**config.mk**
```make
export PLATFORM = sky130hd
export DESIGN_NAME = decimal_text_to_fixed
export DESIGN_NICKNAME = d
export VERILOG_FILES = /design/src/rtl/dtf_pkg.sv /design/src/rtl/dtf_front.sv /design/src/rtl/dtf_queue.sv /design/src/rtl/dtf_back.sv /design/src/rtl/decimal_text_to_fixed.sv
export VERILOG_INCLUDE_DIRS = /design/src /design/src/rtl
export SDC_FILE = /design/constraint.sdc
export NUM_CORES = 2
export LEC_CHECK = 0
export BUFFER_PORTS_ARGS = -buffer_cell sky130_fd_sc_hd__buf_2
export CORE_ASPECT_RATIO = 0.7
export CORE_MARGIN = 3
export CORE_UTILIZATION = 65
export CTS_CLUSTER_DIAMETER = 50
export DETAILED_ROUTE_END_ITERATION = 7
export GPL_ROUTABILITY_DRIVEN = 0
export PLACE_DENSITY = 0.85
export SETUP_SLACK_MARGIN = 0.1
export SLEW_MARGIN = 40
export SYNTH_ARGS = -nofsm -noshare
export SYNTH_HDL_FRONTEND = slang
export SYNTH_SLANG_ARGS = --single-unit
```
**constraint.sdc**
```tcl
create_clock -name clk -period 110.4 [get_ports clk]
set_input_delay 22.08 -clock clk [delete_from_list [all_inputs] [get_ports clk]]
set_output_delay 22.08 -clock clk [all_outputs]
set_load 0.02 [all_outputs]
```
**src/rtl/assert_macros.svh**
```systemverilog
// Assertion shorthands shared by the RTL modules.
// Every property is sampled on the rising clock and is switched off while reset is asserted.
`ifndef ASSERT_MACROS_SVH
`define ASSERT_MACROS_SVH

// Check a plain condition at every edge.
`define DTF_ASSERT(lbl, clk, rst_n, prop, msg) \
    lbl: assert property (@(posedge clk) disable iff (!rst_n) (prop)) else $error(msg);

// Check that a condition implies another in the same cycle.
`define DTF_ASSERT_IMPL(lbl, clk, rst_n, ante, cons, msg) \
    lbl: assert property (@(posedge clk) disable iff (!rst_n) (ante) |-> (cons)) else $error(msg);

// Check that a condition implies another in the next cycle.
`define DTF_ASSERT_NEXT(lbl, clk, rst_n, ante, cons, msg) \
    lbl: assert property (@(posedge clk) disable iff (!rst_n) (ante) |=> (cons)) else $error(msg);

`endif

```
**src/rtl/dtf_pkg.sv**
```systemverilog
`default_nettype none

package dtf_pkg;

    localparam int FRAC_BITS       = 28;
    localparam int MAX_FRAC_DIGITS = 9;
    localparam int VALUE_W         = 31;
    localparam int CHAR_W          = 8;
    localparam int COUNT_W         = 4;
    localparam int INT_W           = 2;
    localparam int INT_SAT         = 3;
    localparam int QUEUE_DEPTH     = 4;

    // Power of ten, for elaboration-time sizing only
    function automatic longint unsigned pow10_const(int k);
        longint unsigned p;
        p = 1;
        for (int i = 0; i < k; i++)
        begin
            p = p * 10;
        end
        return p;
    endfunction

    // Width that holds the largest divisor and the kept fraction digits
    localparam int DEN_W = $clog2(pow10_const(MAX_FRAC_DIGITS) + 1);
    localparam int REM_W = DEN_W + 1;

    typedef enum logic [1:0] {
        STATUS_OK       = 2'd0,
        STATUS_BAD_CHAR = 2'd1,
        STATUS_RANGE    = 2'd2
    } status_t;

    typedef enum logic {
        PHASE_LEAD = 1'b0,
        PHASE_BODY = 1'b1
    } phase_t;

    localparam logic [CHAR_W-1:0] CHAR_NUL   = 8'h00;
    localparam logic [CHAR_W-1:0] CHAR_TAB   = 8'h09;
    localparam logic [CHAR_W-1:0] CHAR_CR    = 8'h0D;
    localparam logic [CHAR_W-1:0] CHAR_SPACE = 8'h20;
    localparam logic [CHAR_W-1:0] CHAR_PLUS  = 8'h2B;
    localparam logic [CHAR_W-1:0] CHAR_MINUS = 8'h2D;
    localparam logic [CHAR_W-1:0] CHAR_POINT = 8'h2E;
    localparam logic [CHAR_W-1:0] CHAR_ZERO  = 8'h30;
    localparam logic [CHAR_W-1:0] CHAR_NINE  = 8'h39;

    // One finished string, handed from the parser to the divider
    typedef struct packed {
        logic                negative;
        logic [INT_W-1:0]    int_part;
        logic [DEN_W-1:0]    frac;
        logic [COUNT_W-1:0]  count;
        status_t             status;
    } job_t;

    // Divisor 10^k for k kept fraction digits
    function automatic logic [DEN_W-1:0] pow10_lut(logic [COUNT_W-1:0] k);
        logic [63:0] p;
        unique case (k)
            4'd0:    p = 64'd1;
            4'd1:    p = 64'd10;
            4'd2:    p = 64'd100;
            4'd3:    p = 64'd1000;
            4'd4:    p = 64'd10000;
            4'd5:    p = 64'd100000;
            4'd6:    p = 64'd1000000;
            4'd7:    p = 64'd10000000;
            4'd8:    p = 64'd100000000;
            4'd9:    p = 64'd1000000000;
            4'd10:   p = 64'd10000000000;
            4'd11:   p = 64'd100000000000;
            4'd12:   p = 64'd1000000000000;
            4'd13:   p = 64'd10000000000000;
            4'd14:   p = 64'd100000000000000;
            4'd15:   p = 64'd1000000000000000;
            default: p = 64'd1;
        endcase
        return p[DEN_W-1:0];
    endfunction

endpackage

`default_nettype wire

```
**src/rtl/dtf_front.sv**
```systemverilog
`default_nettype none

`include "assert_macros.svh"

module dtf_front
    import dtf_pkg::*;
(
    input  wire logic              clk,
    input  wire logic              rst_n,
    input  wire logic              in_valid,
    output logic                   in_ready,
    input  wire logic [CHAR_W-1:0] character,
    input  wire logic              queue_full,
    output logic                   push,
    output job_t                   job
);

    localparam int PROD_W = DEN_W + 4;

    phase_t               phase_reg, phase_next;
    logic                 negative_reg, negative_next;
    logic                 point_reg, point_next;
    logic [COUNT_W-1:0]   count_reg, count_next;
    logic [INT_W-1:0]     int_reg, int_next;
    logic [DEN_W-1:0]     frac_reg, frac_next;
    logic                 bad_reg, bad_next;

    logic                 accept;
    logic                 is_end;
    logic                 is_space;
    logic                 is_digit;
    logic                 is_lead;
    logic [3:0]           digit;
    logic [5:0]           int_prod;
    logic [PROD_W-1:0]    frac_prod;
    logic                 over;

    // Classify the byte
    assign in_ready  = !queue_full;
    assign accept    = in_valid && in_ready;
    assign is_end    = (character == CHAR_NUL);
    assign is_space  = (character == CHAR_SPACE) ||
                       (character >= CHAR_TAB && character <= CHAR_CR);
    assign is_digit  = (character >= CHAR_ZERO) && (character <= CHAR_NINE);
    assign is_lead   = (phase_reg == PHASE_LEAD);
    assign digit     = 4'(character - CHAR_ZERO);
    assign int_prod  = 6'(int_reg) * 6'd10 + 6'(digit);
    assign frac_prod = PROD_W'(frac_reg) * PROD_W'(10) + PROD_W'(digit);

    // Next state of the parser
    always_comb
    begin
        phase_next    = phase_reg;
        negative_next = negative_reg;
        point_next    = point_reg;
        count_next    = count_reg;
        int_next      = int_reg;
        frac_next     = frac_reg;
        bad_next      = bad_reg;
        if (accept)
        begin
            if (is_end)
            begin
                phase_next    = PHASE_LEAD;
                negative_next = 1'b0;
                point_next    = 1'b0;
                count_next    = '0;
                int_next      = '0;
                frac_next     = '0;
                bad_next      = 1'b0;
            end
            else if (!bad_reg && !(is_lead && is_space))
            begin
                phase_next = PHASE_BODY;
                if (is_lead && character == CHAR_PLUS)
                begin
                    phase_next = PHASE_BODY;
                end
                else if (is_lead && character == CHAR_MINUS)
                begin
                    negative_next = 1'b1;
                end
                else if (character == CHAR_POINT)
                begin
                    if (point_reg)
                    begin
                        bad_next = 1'b1;
                    end
                    else
                    begin
                        point_next = 1'b1;
                    end
                end
                else if (is_digit)
                begin
                    if (!point_reg)
                    begin
                        // Saturate the integer part
                        int_next = (int_prod > 6'(INT_SAT)) ? INT_W'(INT_SAT) : int_prod[INT_W-1:0];
                    end
                    else if (count_reg < COUNT_W'(MAX_FRAC_DIGITS))
                    begin
                        frac_next  = frac_prod[DEN_W-1:0];
                        count_next = count_reg + 1'b1;
                    end
                end
                else
                begin
                    bad_next = 1'b1;
                end
            end
        end
    end

    // Hand the finished string on at the terminating NUL
    always_comb
    begin
        over          = (int_reg == INT_W'(INT_SAT)) || (int_reg == 2'd2 && frac_reg != '0);
        push          = accept && is_end;
        job.negative  = negative_reg;
        job.int_part  = int_reg;
        job.frac      = frac_reg;
        job.count     = count_reg;
        if (bad_reg)
        begin
            job.status = STATUS_BAD_CHAR;
        end
        else if (over)
        begin
            job.status = STATUS_RANGE;
        end
        else
        begin
            job.status = STATUS_OK;
        end
    end

    always_ff @(posedge clk or negedge rst_n)
    begin
        if (!rst_n)
        begin
            phase_reg    <= PHASE_LEAD;
            negative_reg <= 1'b0;
            point_reg    <= 1'b0;
            count_reg    <= '0;
            int_reg      <= '0;
            frac_reg     <= '0;
            bad_reg      <= 1'b0;
        end
        else
        begin
            phase_reg    <= phase_next;
            negative_reg <= negative_next;
            point_reg    <= point_next;
            count_reg    <= count_next;
            int_reg      <= int_next;
            frac_reg     <= frac_next;
            bad_reg      <= bad_next;
        end
    end

    `DTF_ASSERT_NEXT(a_bad_sticky, clk, rst_n, bad_reg && !push, bad_reg, "bad character flag dropped before end of string")
    `DTF_ASSERT_IMPL(a_lead_clean, clk, rst_n, phase_reg == PHASE_LEAD, !negative_reg && !point_reg && int_reg == '0 && count_reg == '0 && !bad_reg, "state left over in leading phase")
    `DTF_ASSERT(a_count_bound, clk, rst_n, count_reg <= COUNT_W'(MAX_FRAC_DIGITS), "fraction digit count beyond limit")

endmodule

`default_nettype wire

```
**src/rtl/dtf_queue.sv**
```systemverilog
`default_nettype none

`include "assert_macros.svh"

module dtf_queue
    import dtf_pkg::*;
(
    input  wire logic clk,
    input  wire logic rst_n,
    input  wire logic push,
    input  wire job_t push_data,
    output logic      full,
    input  wire logic pop,
    output logic      valid,
    output job_t      pop_data
);

    localparam int PTR_W = $clog2(QUEUE_DEPTH);
    localparam int CNT_W = $clog2(QUEUE_DEPTH + 1);

    job_t             mem_reg [QUEUE_DEPTH];
    logic [PTR_W-1:0] wr_ptr_reg, wr_ptr_next;
    logic [PTR_W-1:0] rd_ptr_reg, rd_ptr_next;
    logic [CNT_W-1:0] cnt_reg, cnt_next;

    assign full     = (cnt_reg == CNT_W'(QUEUE_DEPTH));
    assign valid    = (cnt_reg != '0);
    assign pop_data = mem_reg[rd_ptr_reg];

    // Advance pointers with wrap at the queue depth
    always_comb
    begin
        wr_ptr_next = wr_ptr_reg;
        rd_ptr_next = rd_ptr_reg;
        cnt_next    = cnt_reg;
        if (push)
        begin
            wr_ptr_next = (wr_ptr_reg == PTR_W'(QUEUE_DEPTH - 1)) ? '0 : wr_ptr_reg + 1'b1;
        end
        if (pop)
        begin
            rd_ptr_next = (rd_ptr_reg == PTR_W'(QUEUE_DEPTH - 1)) ? '0 : rd_ptr_reg + 1'b1;
        end
        if (push && !pop)
        begin
            cnt_next = cnt_reg + 1'b1;
        end
        else if (pop && !push)
        begin
            cnt_next = cnt_reg - 1'b1;
        end
    end

    // Store the incoming job
    always_ff @(posedge clk)
    begin
        if (push)
        begin
            mem_reg[wr_ptr_reg] <= push_data;
        end
    end

    always_ff @(posedge clk or negedge rst_n)
    begin
        if (!rst_n)
        begin
            wr_ptr_reg <= '0;
            rd_ptr_reg <= '0;
            cnt_reg    <= '0;
        end
        else
        begin
            wr_ptr_reg <= wr_ptr_next;
            rd_ptr_reg <= rd_ptr_next;
            cnt_reg    <= cnt_next;
        end
    end

    `DTF_ASSERT_IMPL(a_no_overflow, clk, rst_n, push, !full, "push into full queue")
    `DTF_ASSERT_IMPL(a_no_underflow, clk, rst_n, pop, valid, "pop from empty queue")

endmodule

`default_nettype wire

```
**src/rtl/dtf_back.sv**
```systemverilog
`default_nettype none

`include "assert_macros.svh"

module dtf_back
    import dtf_pkg::*;
(
    input  wire logic                  clk,
    input  wire logic                  rst_n,
    input  wire logic                  job_valid,
    input  wire job_t                  job,
    output logic                       job_pop,
    output logic                       out_valid,
    input  wire logic                  out_ready,
    output logic signed [VALUE_W-1:0]  value,
    output logic [1:0]                 status
);

    localparam int NSTG = FRAC_BITS + 1;

    logic                   advance;

    logic                   stg_valid_reg  [NSTG];
    logic [DEN_W-1:0]       stg_rem_reg    [NSTG];
    logic [DEN_W-1:0]       stg_den_reg    [NSTG];
    logic [FRAC_BITS-1:0]   stg_q_reg      [NSTG];
    logic                   stg_neg_reg    [NSTG];
    logic [INT_W-1:0]       stg_int_reg    [NSTG];
    status_t                stg_status_reg [NSTG];

    logic                   out_valid_reg;
    logic [VALUE_W-1:0]     value_reg, value_next;
    status_t                status_reg;

    logic [REM_W-1:0]       last_shifted;
    logic                   round_up;
    logic [FRAC_BITS:0]     q_round;
    logic [VALUE_W-1:0]     mag;

    // Move the whole pipeline whenever the output register is free
    assign advance = !out_valid_reg || out_ready;
    assign job_pop = advance && job_valid;

    // Load a job into the first stage
    always_ff @(posedge clk)
    begin
        if (advance)
        begin
            stg_rem_reg[0]    <= job.frac;
            stg_den_reg[0]    <= pow10_lut(job.count);
            stg_q_reg[0]      <= '0;
            stg_neg_reg[0]    <= job.negative;
            stg_int_reg[0]    <= job.int_part;
            stg_status_reg[0] <= job.status;
        end
    end

    always_ff @(posedge clk or negedge rst_n)
    begin
        if (!rst_n)
        begin
            stg_valid_reg[0] <= 1'b0;
        end
        else if (advance)
        begin
            stg_valid_reg[0] <= job_valid;
        end
    end

    // One quotient bit per stage: restoring long division
    for (genvar s = 1; s < NSTG; s++)
    begin : g_stage
        logic [REM_W-1:0] shifted;
        logic             take;

        assign shifted = {stg_rem_reg[s-1], 1'b0};
        assign take    = (shifted >= {1'b0, stg_den_reg[s-1]});

        always_ff @(posedge clk)
        begin
            if (advance)
            begin
                stg_rem_reg[s]    <= take ? DEN_W'(shifted - {1'b0, stg_den_reg[s-1]})
                                          : DEN_W'(shifted);
                stg_den_reg[s]    <= stg_den_reg[s-1];
                stg_q_reg[s]      <= {stg_q_reg[s-1][FRAC_BITS-2:0], take};
                stg_neg_reg[s]    <= stg_neg_reg[s-1];
                stg_int_reg[s]    <= stg_int_reg[s-1];
                stg_status_reg[s] <= stg_status_reg[s-1];
            end
        end

        always_ff @(posedge clk or negedge rst_n)
        begin
            if (!rst_n)
            begin
                stg_valid_reg[s] <= 1'b0;
            end
            else if (advance)
            begin
                stg_valid_reg[s] <= stg_valid_reg[s-1];
            end
        end
    end

    // Round half up on the remainder, add the integer part, apply the sign; zero on any error
    always_comb
    begin
        last_shifted = {stg_rem_reg[NSTG-1], 1'b0};
        round_up     = (last_shifted >= {1'b0, stg_den_reg[NSTG-1]});
        q_round      = {1'b0, stg_q_reg[NSTG-1]} + (FRAC_BITS + 1)'(round_up);
        mag          = (VALUE_W'(stg_int_reg[NSTG-1]) << FRAC_BITS) + VALUE_W'(q_round);
        if (stg_status_reg[NSTG-1] != STATUS_OK)
        begin
            value_next = '0;
        end
        else if (stg_neg_reg[NSTG-1])
        begin
            value_next = VALUE_W'(0) - mag;
        end
        else
        begin
            value_next = mag;
        end
    end

    always_ff @(posedge clk)
    begin
        if (advance)
        begin
            value_reg  <= value_next;
            status_reg <= stg_status_reg[NSTG-1];
        end
    end

    always_ff @(posedge clk or negedge rst_n)
    begin
        if (!rst_n)
        begin
            out_valid_reg <= 1'b0;
        end
        else if (advance)
        begin
            out_valid_reg <= stg_valid_reg[NSTG-1];
        end
    end

    assign out_valid = out_valid_reg;
    assign value     = $signed(value_reg);
    assign status    = status_reg;

    `DTF_ASSERT_IMPL(a_error_zero, clk, rst_n, out_valid_reg && status_reg != STATUS_OK, value_reg == '0, "nonzero value with error status")
    `DTF_ASSERT_NEXT(a_load_first, clk, rst_n, job_pop, stg_valid_reg[0], "popped job not loaded into first stage")

endmodule

`default_nettype wire

```
**src/rtl/decimal_text_to_fixed.sv**
```systemverilog
// decimal_text_to_fixed: decimal text in, signed fixed point out.
// Input channel (in_valid / in_ready / character): one byte per transfer.
// Leading white space and one sign are absorbed; digits and one '.' follow;
// a NUL byte closes the string and produces exactly one result.
// Output channel (out_valid / out_ready / value / status): value carries
// FRAC_BITS fraction bits in two's complement; status is ok, invalid
// character or magnitude above two, and value is zero on any error.
// Throughput: one byte per cycle while in_ready is high, NUL included,
// so a result can leave every cycle unless the output stalls. The parser
// handles a byte in the cycle it arrives; the divider is a pipeline of
// FRAC_BITS one-bit restoring steps. After its NUL a result passes the
// queue, the load stage, the divider steps and the output register.
// A stalled receiver holds the output register and freezes the divider
// pipeline; a four-entry queue between parser and divider keeps accepting
// bytes until it fills, then in_ready drops.
// Reset clears the parser, the queue and all valid flags; the next byte
// starts a fresh string.
`default_nettype none

module decimal_text_to_fixed
    import dtf_pkg::*;
(
    input  wire logic                  clk,
    input  wire logic                  rst_n,
    input  wire logic                  in_valid,
    output logic                       in_ready,
    input  wire logic [CHAR_W-1:0]     character,
    output logic                       out_valid,
    input  wire logic                  out_ready,
    output logic signed [VALUE_W-1:0]  value,
    output logic [1:0]                 status
);

    logic queue_full;
    logic push;
    job_t push_job;
    logic pop;
    logic queue_valid;
    job_t pop_job;

    // Parse bytes and build jobs
    dtf_front u_front (
        .clk        (clk),
        .rst_n      (rst_n),
        .in_valid   (in_valid),
        .in_ready   (in_ready),
        .character  (character),
        .queue_full (queue_full),
        .push       (push),
        .job        (push_job)
    );

    // Decouple parser and divider
    dtf_queue u_queue (
        .clk       (clk),
        .rst_n     (rst_n),
        .push      (push),
        .push_data (push_job),
        .full      (queue_full),
        .pop       (pop),
        .valid     (queue_valid),
        .pop_data  (pop_job)
    );

    // Convert the fraction and present the result
    dtf_back u_back (
        .clk       (clk),
        .rst_n     (rst_n),
        .job_valid (queue_valid),
        .job       (pop_job),
        .job_pop   (pop),
        .out_valid (out_valid),
        .out_ready (out_ready),
        .value     (value),
        .status    (status)
    );

endmodule

`default_nettype wire
```
; ---- Word level (Yosys, flattened, before mapping)
; Memory sizes are Yosys's and may differ from the RTL's.
; Cells that the tools add are included.
; Widths: inputs -> output; s select.
[totals]
romBits = 784
latch_bits = 0
input_bits = 12
ram_bits = 2853
memories = 8
output_inout_bits = 35
reg_bits = 110
wordCells = 262
[op_classes]
mul = 2
order_cmp = 35
mux = 82
bitwise = 1
reduce_logical = 38
addsub = 39
n_eq_ne = 15
div = 0
shifts = 0
[memory_table]
columns = name, depth, word_bits, read_ports, rd_ports_with_merged_regs, wr, line_no
row1 = u_back.stg_den_reg, 29, 30, 29, 0, 29, dtf_back.sv:25  ; logic [DEN_W-1:0] stg_den_reg [NSTG];
row2 = u_back.stg_rem_reg, 29, 30, 29, 0, 29, dtf_back.sv:24  ; logic [DEN_W-1:0] stg_rem_reg [NSTG];
row3 = u_back.stg_q_reg, 29, 28, 29, 0, 29, dtf_back.sv:26  ; logic [FRAC_BITS-1:0] stg_q_reg [NSTG];
row4 = (name not given), 16, 49, 1, 0, 0, dtf_pkg.sv:62  ; unique case (k)
row5 = u_queue.mem_reg, 4, 39, 1, 0, 1, dtf_queue.sv:21  ; job_t mem_reg [QUEUE_DEPTH];
row6 = u_back.stg_int_reg, 29, 2, 29, 0, 29, dtf_back.sv:28  ; logic [INT_W-1:0] stg_int_reg [NSTG];
row7 = 2 more memories, --, --, --, --, --, --
[ops]
columns = op, count
row1 = $mux 30, 37
row2 = $ge 31x30->1, 29
row3 = $sub 30x30->30, 28
row4 = $eq 8x6->1 const B, 4
row5 = $mux 4, 8
row6 = $add 30x29->31, 1
row7 = $mux 31, 1
row8 = $sub 1x31->31 const A, 1
row9 = $add 30x4->30, 1
row10 = $mul 30x3->29 const B, 1
row11 = $reduce_bool 30->1, 1
row12 = $add 28x1->29, 1
row13 = $mux 2, 12
row14 = $mux 1, 22
row15 = $reduce_bool 2->1, 8
row16 = $logic_and 1x1->1, 12
row17 = $eq 2x2->1 const B, 4
row18 = $ge 8x4->1 const B, 1
row19 = $ge 8x6->1 const B, 1
row20 = $le 8x4->1 const B, 1
row21 = $le 8x6->1 const B, 1
row22 = $logic_not 8->1, 1
row23 = $reduce_and 8->1, 1
row24 = $reduce_and 7->1, 1
row25 = 23 further kinds, 34

; ---- Logic depth before layout (Yosys ltp)
[logic_depth]
depth_word = 11
mapped_depth = 26
mapped_depth_nobuf = 26

; ---- Hierarchy
; A second synthesis with hierarchy kept.
[unflattened]
cells_unflattened = 11665
hier_area_um2 = 137902.3
[by_module_without_submodules]
columns = mod, seq_area_each_um2, n_inst, cells_per_inst, area_per_inst_um2
row1 = dtf_back, 70537.7, 1, 10913, 127522.3
row2 = dtf_queue, 4859.7, 1, 241, 6090.8
row3 = dtf_front, 1001.0, 1, 511, 4289.1

; ---- Worst setup path before layout
; OpenSTA, ideal clock, no wires.
[synth_path]
path_kind = input to register
startpoint = in out_ready
endpoint = reg u_back.stg_valid_reg[21] (netlist name)
n_path_buf = 2
required_time_ns = 110.148
stages = 4
path_slack_ns = 17.595
t_arrival_ns = 92.553
setup_ns = 0.252
path_cell_list = nand2b_1 > clkbuf_1 > buf_1 > mux2_2
[synth_between]
elab_chain_cells = 1
[synth_rtl]
columns = element, line_no
row1 = "start, declared", decimal_text_to_fixed.sv:29  ; input wire logic out_ready,
row2 = $logic_or 1x1->1, dtf_back.sv:41  ; assign advance = !out_valid_reg || out_ready;
row3 = net u_back.advance, dtf_back.sv:21  ; logic advance;
row4 = "end signal, assigned by index", dtf_back.sv:101  ; stg_valid_reg[s] <= stg_valid_reg[s-1];
row5 = "end, declared", dtf_back.sv:23  ; logic stg_valid_reg [NSTG];
; The timed path passes the listed nets, and every way through them passes these cells.
; A chain may end at the register's enable or synchronous reset.

==> summary.txt <==
Outcome
  – Outcome: complete, but fails checks
  – Failing checks: design-rule violations

GRT
  – GRT Util Overall: 30.0%
  – Largest net degree at the start of global routing: roughly 170
  – Total gr overflow: 0
  – First-pass GRT wire length: 512000 um
  – Vias in the first global route: between 90000 and 100k
  – Initial antenna violation count: 10

Cells and area
  – Area grow syn2layout: 8.67%
  – Share of cells above drive strength 1: 9.23%
  – Fin nets: 12580
  – Design Area, Final: approximately 150000 um^2
  – Number of fill cells: 12815
  – Final core occ: a little under three quarters

Clock tree
  – Bufs on Longest Clock Path: 4
  – H-tree Lvls: 4
  – Root Driver: clkbuf_16
  – Clk_lat worst skew: between 0.9 and 1 ns
  – CTS clk-pin slew, worst paths: 0.07 ns
  – CTS Buf Count: 234
  – Clk sinks: 2557
  – CTS tree: built
  – Cts repair resizes: 0
  – Hold buffers post-CTS: 0
  – Postcts setup bufs: 0

Setup path
  – Crit path max-delay family: buffers and inverters
  – Critical-path maximum fanout: 110
  – Startpoint types: input port
  – Internal reg-to-reg setup slack: 103.24 ns
  – Most Frequent Cell on Critical Path: buf_12
  – CP Data Arrival Time: 26.31 ns
  – Worst r2r dst: u_back.value[25]
  – WP buf/inv: 8
  – FF-to-FF path depth: 24
  – Worst Setup Path Type: in2reg
  – CP max stage cell: buf_4
  – CP cell instances: buf_2 > nand2b_4 > buf_12 > buf_12 > buf_16 > buf_4 > buf_12 > buf_6 > buf_6
  – Crit-path max cell delay: 0.71 ns
  – R2R Path Start: u_back.stg_rem_reg[28][0]
  – Worst Setup End Kind: flop
  – CP Data Required Time: 110.89 ns

Pwr
  – Lkg Pwr: 59.5 nW
  – Power Total: 5.16 mW
  – Clk pwr share: between 10% and 20%
  – Worst VDD drop: about 0.000024 V
  – Part of the power in registers: 34.5%
  – Pwr dens: 34.9 nW/um^2
  – Switching Share: 40.0%
  – Combinational group share of total power: 49.2%
  – Net load switching power: 2.07 mW
  – Cell Int Power: 3.10 mW

STA
  – Part of the cycle the worst path needs: approximately a quarter
  – Fmax: 0.0387 GHz
  – Actual slew at the worst max-slew pin: 0.872 ns
  – Final Max Tran Viols: 0
  – Crit path time final: 25.83 ns
  – Hold Slack: about 0.39 ns
  – Final Hold Vio Count: 0
  – Final setup vio count: 0
  – Setup TNS: 0 ns
  – Final Skew: approximately 0.08 ns
  – Relative slew margins: ~42%
  – RSZ-0062 raised after global routing: false

Flow run
  – Max Cap Viol: 0

Min path
  – Hold wc startpoint: u_back.stg_q_reg[16][6]
  – Hold path cells: 0
  – WHS Endpoint: u_back.stg_q_reg[17][7]
  – HP Class: reg2reg

Drt
  – DRC viols: 1
  – Vias: 94531
  – Number of vias per cell: ~6.5
  – Router iterations before antenna repair: 8
  – Initial DRC count: 13228
  – Final WL: about 330000 um
  – Final ANT Viol Nets: 0
  – WL/cell: 22.8 um

Floorplan
  – Die width: 553 um
  – # rows: around 140
  – Initial core utilization: 65.9%
  – Core ar.: around 210000 um^2
  – Die Y: 389 um
  – # IOs: 47
  – Die ar.: 215000 um^2

Yosys
  – Mapped Cells: between 10000 and 15000
  – Yosys warns: 0
  – Mapped cell area: ~140000 um^2
  – Post-synth ARST share: 3.01%
  – Syn nets: 12420
  – Sequential area share after synthesis: a little under three fifths
  – EDFF count, synth: 2480
  – Post-synth top flop: edfxtp_1
  – Syn Area/Cell: between 10 and 15 um^2
  – Yosys reg bits: 2557
  – Post-synth cell types: 122

Placed design
  – DP Area: ~140000 um^2
  – Hpwl dp: 237000 um
  – IO Port Bufs: 46
[layer usage]
layer | wire, um | global-route usage (%) | vias to the layer above
li1 | - | - | 42341
met1 | 136000 | 44.4 | 45472
met2 | 144000 | 45.0 | 5851
met3 | 42400 | 6.91 | 857
met4 | 9760 | 8.07 | 10
met5 | 61 | 0 | -
[synthesized netlist by cell type, types with 15 or more instances]
library cell | instances | share of area, %
a21oi_1 | 866 | 3.2
o311ai_0 | 15 | 0.097
dfrtp_1 | 77 | 1.4
a311oi_1 | 16 | 0.10
a21o_1 | 335 | 1.8
o21ai_0 | 617 | 2.3
a21boi_0 | 47 | 0.26
nor2_1 | 745 | 2.1
mux2_4 | 26 | 0.29
a2111oi_0 | 20 | 0.13
xnor2_1 | 499 | 3.2
and2_1 | 54 | 0.25
a211o_1 | 32 | 0.21
and4_1 | 19 | 0.12
inv_1 | 1167 | 3.2
o21a_1 | 147 | 0.81
nor2b_1 | 145 | 0.67
clkbuf_1 | 125 | 0.34
and3_1 | 78 | 0.36
o211ai_1 | 47 | 0.26
buf_2 | 52 | 0.19
nand2_1 | 626 | 1.7
o21ai_1 | 36 | 0.13
or2_2 | 58 | 0.27
a211oi_1 | 92 | 0.51
mux4_2 | 38 | 0.63
o21bai_1 | 85 | 0.47
nor3b_1 | 19 | 0.10
nor4_1 | 48 | 0.22
ha_1 | 945 | 8.7
o31ai_1 | 68 | 0.38
mux2i_1 | 26 | 0.19
nand4_1 | 121 | 0.56
nor3_1 | 203 | 0.75
a31o_2 | 21 | 0.14
fa_1 | 32 | 0.47
nand2b_1 | 144 | 0.66
mux2_2 | 373 | 3.1
xor2_1 | 242 | 1.6
a31oi_1 | 70 | 0.32
or3_1 | 73 | 0.34
edfxtp_1 | 2480 | 55
nand3_1 | 199 | 0.73
nand3b_1 | 21 | 0.12
[layout make-up]
class	count	area (um^2)	share of cell area [%]
Antenna cell	8	20.0	0.0135
Sequential cell	2557	76400	51.7
Tap cell	2749	3440	2.33
Clock buffer	273	6110	4.13
Inverter	1172	4400	2.98
Multi-Input combinational cell	7505	54700	36.9
Clock inverter	153	1770	1.20
Timing Repair Buffer	121	1120	0.760
[worst max path at each step]
stage	cells after the start	start	endpoint
floorplan	4	out_ready	u_back.stg_valid_reg[21]
global placement	7	out_ready	u_back.stg_q_reg[26][3]
detailed placement	8	out_ready	u_back.stg_den_reg[1][243]
CTS	8	out_ready	u_back.stg_den_reg[1][243]
global route	9	out_ready	u_back.stg_q_reg[26][2]
finish	9	out_ready	u_back.stg_q_reg[26][2]
[power by group through the flow]
stage / Sequential, mW / Combinational [mW] / Clock, mW
floorplan: 2.00 / 1.87 / 0
global placement: 1.77 / 2.29 / 0
detailed placement: 1.78 / 2.42 / 0
CTS: 1.77 / 2.48 / 0.851
global route: 1.80 / 2.76 / 0.887
finish: 1.78 / 2.54 / 0.844
[cells by family (layout without fill, tap and decap cells)]
kind of cell	after synthesis	after routing	synth area share (%)
simple gates	2619	2619	9.38
other cells	0	8	0
fa+ha+maj	977	977	9.16
xor+xnor	741	741	4.77
mux	463	463	4.19
buf+inv	1369	1719	3.85
compound gates	2705	2705	12.5
flops	2557	2557	56.1
[per-stage QoR]
step                cells  setup WS (ns)
CTS                 14526          84.37
global placement    14090          83.02
global route        14530          84.32
floorplan           11431          17.59
finish              14538          84.57
detailed placement  14100          83.48
[placed cells by master (no fill, tap or decap), types with 35 or more instances in the layout]
cell,n
edfxtp_1,2480
nand2b_1,143
nor2b_1,144
clkinv_2,37
mux4_2,38
a21oi_1,864
nor2_1,739
bufinv_16,35
xnor2_1,499
nor3_1,203
a21o_1,335
and3_1,78
o21a_1,147
o31ai_1,68
a211oi_1,92
ha_1,945
nand4_1,121
buf_4,44
o21ai_0,617
a31oi_1,70
clkbuf_16,237
o21bai_1,84
mux2_2,373
buf_2,45
inv_1,1167
nand3_1,199
o211ai_1,47
and2_1,50
xor2_1,242
nor4_1,48
nand2_1,626
or3_1,73
clkinv_1,39
dfrtp_1,76
a21boi_0,47
or2_2,58
Note: power is estimated with default switching activity, not from simulation.
